File: config.mk
export PLATFORM = sky130hd
export DESIGN_NAME = kls_frac_div
export DESIGN_NICKNAME = d
export VERILOG_FILES = /design/src/hdl/kls_pkg.sv /design/src/hdl/kls_frac_div.sv
export SDC_FILE = /design/constraint.sdc
export NUM_CORES = 1
export LEC_CHECK = 0
export BUFFER_PORTS_ARGS = -buffer_cell sky130_fd_sc_hd__buf_4
export CORE_MARGIN = 5
export CORE_UTILIZATION = 52
export DETAILED_ROUTE_END_ITERATION = 7
export GPL_TIMING_DRIVEN = 1
export PLACE_DENSITY = 0.74
export REMOVE_ABC_BUFFERS = 1
export SYNTH_ARGS = -nofsm -noshare
export SYNTH_HDL_FRONTEND = slang
export SYNTH_SLANG_ARGS = --single-unit
File: constraint.sdc
create_clock -name clk -period 3.85 [get_ports clk]
set_clock_uncertainty 0.2 [all_clocks]
set_input_delay 0.77 -clock clk [delete_from_list [all_inputs] [get_ports clk]]
set_output_delay 0.77 -clock clk [all_outputs]
set_load 0.005 [all_outputs]
File: src/hdl/kls_pkg.sv
// Shared types and constants for the keyframe linear sampler.
`timescale 1ns / 1ps

package kls_pkg;

	localparam int TIME_W    = 32;
	localparam int VAL_W     = 32;
	localparam int COUNT_W   = 9;
	localparam int FRAC_W    = 16;
	localparam int QUOT_W    = FRAC_W + 1;
	localparam int DIV_STEPS = QUOT_W;
	localparam int STEP_W    = $clog2(DIV_STEPS);
	localparam int DIFF_W    = VAL_W + 1;
	localparam int PROD_W    = DIFF_W + QUOT_W + 1;

	typedef struct packed {
		logic [VAL_W-1:0] x;
		logic [VAL_W-1:0] y;
		logic [VAL_W-1:0] z;
	} vec_t;

	typedef enum logic {
		CMD_WRITE  = 1'b0,
		CMD_SAMPLE = 1'b1
	} cmd_t;

	typedef enum logic [2:0] {
		ST_IDLE,
		ST_SCAN,
		ST_RD0,
		ST_RD1,
		ST_CAP,
		ST_DIV,
		ST_MUL,
		ST_ACC
	} state_t;

	typedef enum logic [1:0] {
		COMP_X,
		COMP_Y,
		COMP_Z
	} comp_t;

endpackage

File: src/hdl/kls_frac_div.sv
// Bit-serial restoring divider for the Q1.16 interpolation fraction.
`timescale 1ns / 1ps

module kls_frac_div import kls_pkg::*; (
	input  logic              clk,
	input  logic              arst_n,
	input  logic              go,
	input  logic [TIME_W-1:0] num,
	input  logic [TIME_W-1:0] den,
	output logic              done,
	output logic [QUOT_W-1:0] quot
);

	logic              busy_q;
	logic              done_q;
	logic [STEP_W-1:0] step_q;
	logic [TIME_W-1:0] rem_q;
	logic [TIME_W-1:0] den_q;
	logic              bit0_q;
	logic [QUOT_W-1:0] quot_q;
	logic [TIME_W:0]   trial;
	logic              ge;

	// num <= den, so the quotient fits in QUOT_W bits; start from num >> 1
	// and bring in num[0], then the FRAC_W zero bits of the shifted dividend.
	always_comb begin
		trial = {rem_q, (step_q == '0) ? bit0_q : 1'b0};
		ge    = trial >= {1'b0, den_q};
	end

	always_ff @(posedge clk or negedge arst_n) begin
		if (!arst_n) begin
			busy_q <= 1'b0;
			done_q <= 1'b0;
			step_q <= '0;
		end else begin
			done_q <= 1'b0;
			if (go) begin
				busy_q <= 1'b1;
				step_q <= '0;
			end else if (busy_q) begin
				if (step_q == STEP_W'(DIV_STEPS - 1)) begin
					busy_q <= 1'b0;
					done_q <= 1'b1;
				end else begin
					step_q <= step_q + STEP_W'(1);
				end
			end
		end
	end

	always_ff @(posedge clk) begin
		if (go) begin
			rem_q  <= {1'b0, num[TIME_W-1:1]};
			bit0_q <= num[0];
			den_q  <= den;
			quot_q <= '0;
		end else if (busy_q) begin
			rem_q  <= ge ? TIME_W'(trial - {1'b0, den_q}) : trial[TIME_W-1:0];
			quot_q <= {quot_q[QUOT_W-2:0], ge};
		end
	end

	assign done = done_q;
	assign quot = quot_q;

endmodule

==> results of run 1 <==
[sequential cells by signal (all words and copies together) (netlist names)]
register / cells
step_q: 5
quot: 17
bit0_q: 1
done: 1
rem_q: 32
busy_q: 1
den_q: 32
[cells in the mapped netlist (3+ instances only)]
library cell | number | area, um^2
and4_1 | 3 | 26.28
nor2_1 | 35 | 131.4
xor2_1 | 10 | 87.58
ha_1 | 34 | 425.4
nand2b_1 | 3 | 18.77
dfrtp_1 | 7 | 175.2
xnor2_1 | 21 | 183.9
o21ai_0 | 7 | 35.03
nand3_1 | 9 | 45.04
o21ai_1 | 9 | 45.04
a221o_1 | 7 | 70.07
a21o_1 | 21 | 157.7
inv_1 | 39 | 146.4
nor2b_1 | 5 | 31.28
nand4_1 | 7 | 43.79
mux2_4 | 15 | 225.2
dfxtp_1 | 18 | 360.4
a21oi_1 | 34 | 170.2
clkbuf_1 | 13 | 48.80
nand2_1 | 27 | 101.4
and3b_1 | 3 | 26.28
edfxtp_1 | 64 | 1922
a31oi_1 | 5 | 31.28
and3_1 | 5 | 31.28
nor3_1 | 5 | 25.02
o21a_1 | 4 | 30.03
mux2i_1 | 23 | 230.2
mux2_2 | 29 | 326.6
buf_1 | 3 | 11.26
buf_6 | 3 | 33.78
[repair_timing]
action / in CTS / in global routing
pin swaps: 0 / 5
cloned: 0 / 1
setup endpoints to repair: 3 / 21
setup buffers: 0 / 2
resized for setup: 1 / 6
hold buffers: 1 / 0
hold endpoints to repair: 7 / 0
[power groups by stage]
stage | registers (mW) | clock network [mW] | logic [mW]
5_1_grt | 1.46 | 0.744 | 3.16
3_3_place_gp | 1.44 | 0 | 2.73
2_1_floorplan | 1.41 | 0 | 2.19
6_report | 1.43 | 0.689 | 2.87
3_5_place_dp | 1.45 | 0 | 2.79
4_1_cts | 1.44 | 0.704 | 2.81
[logic make-up (layout without fill, tap and decap cells)]
| logic type | count (synthesis) | after routing | share of synthesized area [%] |
|---|---|---|---|
| and+or+nand+nor | 114 | 114 | 10.43 |
| AOI/OAI and AO/OA | 107 | 107 | 13.20 |
| DFF | 89 | 89 | 44.45 |
| muxes | 67 | 67 | 14.15 |
| buffers and inverters | 62 | 152 | 4.798 |
| adders and majority gates | 35 | 35 | 8.058 |
| xor gates and xnor gates | 31 | 31 | 4.912 |
[how the worst min path moves through the flow]
stage                         from   endpoint  slack [ns]  cells past startpoint
final                      quot[0]    quot[0]        0.31                      2
after global routing       den[13]  den_q[13]        0.33                      1
after CTS                  quot[0]    quot[0]        0.32                      2
after detailed placement  quot[16]   quot[16]        0.30                      2
after global placement    quot[16]   quot[16]        0.28                      2
after floorplan             arst_n     busy_q        0.27                      0
[worst min-delay path: cells and delay by family (launching register included)]
family / cells / cell delay [ns]
and+or+nand+nor: 1 / 0.08
DFF: 1 / 0.34
AOI/OAI and AO/OA: 1 / 0.05
[metal layers]
layer / vias up / GRT usage, %
li1: 2013 / -
met1: 1911 / 23.44
met2: 130 / 30.65
met3: 26 / 4.652
met4: 0 / 8.093
met5: - / 0
[area by class of cell]
cell class | count | share of cell area (%)
clock buffer | 10 | 2.259
clock inverter | 6 | 0.9493
inverter | 39 | 2.221
multi-input combinational | 354 | 42.97
sequential | 89 | 37.29
tap | 136 | 2.582
timing repair buffer | 97 | 11.73
[through the flow]
stage | instance area (um^2) | util (%) | TNS, ns | hold slack, ns
finish | 6590 | 63.55 | 0 | 0.3101
global route | 6590 | 63.55 | -0.04291 | 0.3272
CTS | 6529 | 62.96 | 0 | 0.3161
detailed placement | 6302 | 60.77 | -0.05081 | 0.3001
global placement | 6302 | 60.77 | 0 | 0.2769
floorplan | 5409 | - | -0.1175 | 0.2744
==> impl_metrics.json, run 1 <==
{
  "cp.arrival_ns": 3.68,
  "crit_end": "rem_q[4]",
  "die_h_um": 113.1,
  "io_buffers": 84,
  "path_buf_inv": 2,
  "p_switching_mw": 1.898,
  "cts_sinks": 89,
  "fillers": 869,
  "path_class": "reg -> reg",
  "dpl_worst_slack_ns": -0.05081,
  "die_area_um2": 12790,
  "pin_count": 85,
  "p_per_area_nw_per_um2": 758.4,
  "max_stage_delay_ns": 0.39,
  "synth_area_um2": 5528,
  "max_freq_mhz": 267.9,
  "yosysWarnings": 0,
  "min_period_ns": 3.733,
  "gp_congestion": 0.8759,
  "r2r_cells": 15,
  "ant_nets": 0,
  "rows": 37,
  "reg2reg_to": "rem_q[4]",
  "cts_buffer_depth": 2,
  "hold_path.class": "reg -> reg",
  "cts_tree": "done",
  "grt_usage_pct": 18.68,
  "r2r-start": "step_q[0]",
  "critical_path.startpoint": "step_q[0]",
  "p_comb_share_pct": 57.5,
  "fin_ws_ns": 0.1175,
  "crit_path_end_kind": "register",
  "syn-instance-count": 505,
  "p_seq_share_pct": 28.7,
  "met1_length_mm": 5.247,
  "mostFrequentLayoutCell": "buf_4",
  "seq_area_frac_synth_pct": 44.45,
  "finalCritPeriodShare_pct": 96.95,
  "final_cells": 731,
  "status": "finished, final reports clean",
  "cp.required_ns": 3.80,
  "crit_fanout": 16,
  "final_cell_mix": "buf_4 (93), edfxtp_1 (64), inv_1 (39), nor2_1 (35)",
  "critPathSlowestCell": "dfrtp_1",
  "drive_above_1_share_pct": 28.91,
  "cts_root_buffer": "clkbuf_8",
  "cts_buffers": 9,
  "totalWireLength_mm": 11.68,
  "ys_async_sr_fraction_pct": 7.865,
  "ys_seq_elements": 89,
  "core_um2": 10370,
  "hpwl_mm": 8.441,
  "rsz0062_at_grt": "true",
  "syn2layout_area_growth_pct": 19.22,
  "htreeDepth": 3,
  "fp.dieW_um": 113.1,
  "postSynthAreaPerCell_um2": 10.95,
  "multi_input_area_um2": 2831,
  "grt_pass1_vias": 4153,
  "synth_edf_count": 64,
  "p_int_mw": 3.100,
  "cpMostUsedCell": "mux2_2",
  "maxSlewHeadroom_pct": 43.55,
  "clk_pin_slew_ns": 0.10,
  "cp-start-kind": "register",
  "ys_types": 58,
  "slew_violations": 0,
  "diodes": 0,
  "grt_start_max_net_pins": 56,
  "initial_core_util_pct": 53.31,
  "clkLatencyLatePin_ns": 0.39,
  "vias": 4080,
  "cp_cell_sequence": "inv_1, ha_1, nor3b_4, nand3b_1, ha_2, nor2b_1, o21ai_1, a21oi_1, o22ai_2, o31ai_2, a221o_1, a21oi_4, buf_12, mux2_2, mux2_2",
  "vias_per_cell": 5.581,
  "setup_violations": 0,
  "dr.pass1.iters": 5,
  "vdd_drop_max_mv": 0.4777,
  "switching_share_pct": 37.98,
  "overflow": 0,
  "fin_nets": 692,
  "synth-main-ff-cell": "edfxtp_1",
  "wl_met3_um": 579,
  "cap_violations": 0,
  "highest_layer": "met4",
  "antenna_found_initial": 0,
  "grt_pass1_wl_mm": 19.26,
  "wl_per_cell_um": 15.97,
  "regArea_um2": 2457,
  "p_leak_nw": 3.080,
  "hold_viol_final": 0,
  "drc_errors": 0,
  "r2r_setup_slack_ns": 0.12,
  "clkPwrFrac_pct": 13.8,
  "total_power_mw": 4.998,
  "wl_met2_mm": 5.508,
  "dpl.cell_count": 711,
  "drtIter0Drc": 226,
  "tightestPinTransition_ns": 0.8467,
  "critical_path.top_delay_family": "compound AO/OA/AOI/OAI gates",
  "cp.depth": 15
}
Power figures use the tool's default switching activity.
==> run 2, diff against run 1 <==
==> constraint.sdc (replaced) <==
create_clock -name clk -period 4.82 [get_ports clk]
set_clock_uncertainty 0.2 [all_clocks]
set_input_delay 0.964 -clock clk [delete_from_list [all_inputs] [get_ports clk]]
set_output_delay 0.964 -clock clk [all_outputs]
set_load 0.005 [all_outputs]
==> impl_metrics.json, run 2 (same netlist as run 1, synthesis figures left out) <==
{
  "status": "finished, final reports clean",
  "ant_nets": 0,
  "grt_usage_pct": 18.33,
  "maxSlewHeadroom_pct": 43.59,
  "rsz0062_at_grt": "false",
  "cts_resized": 0,
  "clk_pin_slew_ns": 0.10,
  "final_cells": 721,
  "dpl.cell_count": 705,
  "switching_share_pct": 37.74,
  "htreeDepth": 3,
  "drtIter0Drc": 168,
  "path_class": "reg -> reg",
  "p_int_mw": 2.399,
  "r2r_cells": 15,
  "max_freq_mhz": 238.9,
  "core_um2": 10370,
  "fillers": 883,
  "fin_nets": 682,
  "cap_violations": 0,
  "total_power_mw": 3.852,
  "cp.required_ns": 4.76,
  "postLayoutCellArea_um2": 6445,
  "p_leak_nw": 3.011,
  "die_h_um": 113.1,
  "antenna_found_initial": 0,
  "cts_buffer_depth": 2,
  "hold_viol_final": 0,
  "tightestPinTransition_ns": 0.8442,
  "dpl_cell_area_um2": 6245,
  "p_comb_share_pct": 56.6,
  "cts_buffers": 9,
  "setup_violations": 0,
  "syn2layout_area_growth_pct": 16.59,
  "clkLatencyLatePin_ns": 0.39,
  "hold-worst-slack_ns": 0.1656,
  "cts_sinks": 89,
  "overflow": 0,
  "die_area_um2": 12790,
  "clkPwrFrac_pct": 13.7,
  "hold_path.class": "in -> async",
  "cp-start-kind": "register",
  "p_switching_mw": 1.454,
  "dr.pass1.iters": 4,
  "r2r-start": "step_q[0]",
  "r2r_setup_slack_ns": 0.63,
  "finalCritPeriodShare_pct": 86.86,
  "mostFrequentLayoutCell": "buf_4",
  "initial_core_util_pct": 53.31,
  "crit_fanout": 23,
  "vdd_drop_max_mv": 0.3394,
  "cts_root_buffer": "clkbuf_8",
  "reg2reg_to": "rem_q[22]",
  "fp.dieW_um": 113.1,
  "rows": 37,
  "p_per_area_nw_per_um2": 597.7,
  "drive_above_1_share_pct": 26.84,
  "final.setup.tns_ns": 0,
  "min_period_ns": 4.187,
  "diodes": 0,
  "crit_path_end_kind": "register",
  "gp_congestion": 0.8638,
  "grt_pass1_vias": 4073,
  "cts_tree": "done",
  "holdBufCountCts": 0,
  "grt_pass1_wl_mm": 19.00,
  "vias": 3953,
  "vias_per_cell": 5.483,
  "cp.arrival_ns": 4.13,
  "p_seq_share_pct": 29.7,
  "grt_start_max_net_pins": 72,
  "slew_violations": 0,
  "io_buffers": 84,
  "wl_per_cell_um": 15.71,
  "pin_count": 85,
  "final_cell_mix": "buf_4 (86), edfxtp_1 (64), inv_1 (39), nor2_1 (35)",
  "totalWireLength_mm": 11.33,
  "cts_setup_buffers": 0,
  "drc_errors": 0,
  "hpwl_mm": 8.307
}
[run 2: how the worst max path moves through the flow]
| stage | to | depth (start not counted) | slack [ns] | from |
|---|---|---|---|---|
| global route | rem_q[14] | 15 | 0.42 | step_q[0] |
| global placement | rem_q[11] | 15 | 0.78 | step_q[0] |
| detailed placement | rem_q[14] | 15 | 0.65 | step_q[0] |
| floorplan | rem_q[2] | 10 | 0.95 | rem_q[7] |
| finish | rem_q[22] | 15 | 0.63 | step_q[0] |
| CTS | rem_q[14] | 15 | 0.62 | step_q[0] |
[run 2: routing by layer]
metal,up-vias,track usage (%),part of all wire (%)
li1,1988,-,-
met1,1869,23.67,46
met2,86,30.37,49
met3,10,5.508,4.7
met4,0,4.327,1.1
met5,-,0,0
[run 2: power by group through the flow]
| stage | Combinational [mW] | Clock (mW) | Sequential, mW |
|---|---|---|---|
| global placement | 2.13 | 0 | 1.15 |
| detailed placement | 2.16 | 0 | 1.16 |
| global route | 2.40 | 0.581 | 1.16 |
| floorplan | 1.75 | 0 | 1.13 |
| CTS | 2.18 | 0.546 | 1.14 |
| finish | 2.18 | 0.529 | 1.14 |
[run 2: final cells by class]
cell class / count / area [um^2] / share of cell area [%]
repair buffers: 87 / 665.6 / 10.33
clock buffers: 10 / 148.9 / 2.310
multi-input cells: 354 / 2805 / 43.53
clock inverters: 6 / 51.30 / 0.7960
inverters: 39 / 146.4 / 2.271
well taps: 136 / 170.2 / 2.640
flip-flops and latches: 89 / 2457 / 38.13
[run 2: critical path: stages (launching register included)]
cell,delay (ns)
dfrtp_1,0.38
inv_1,0.08
ha_1,0.18
nor3b_1,0.14
nand3b_1,0.12
ha_1,0.20
nor2b_1,0.07
o21ai_1,0.17
a21oi_1,0.10
o22ai_2,0.24
o31ai_2,0.13
a221o_1,0.38
a21oi_4,0.70
buf_12,0.25
mux2_4,0.31
mux2_2,0.26
[run 2: metrics by stage]
step | setup slack (ns) | util (%)
after floorplan | 0.9504 | -
after detailed placement | 0.6466 | 60.22
final | 0.6334 | 62.15
after global placement | 0.7754 | 60.22
after global routing | 0.4233 | 62.15
after CTS | 0.6164 | 62.15
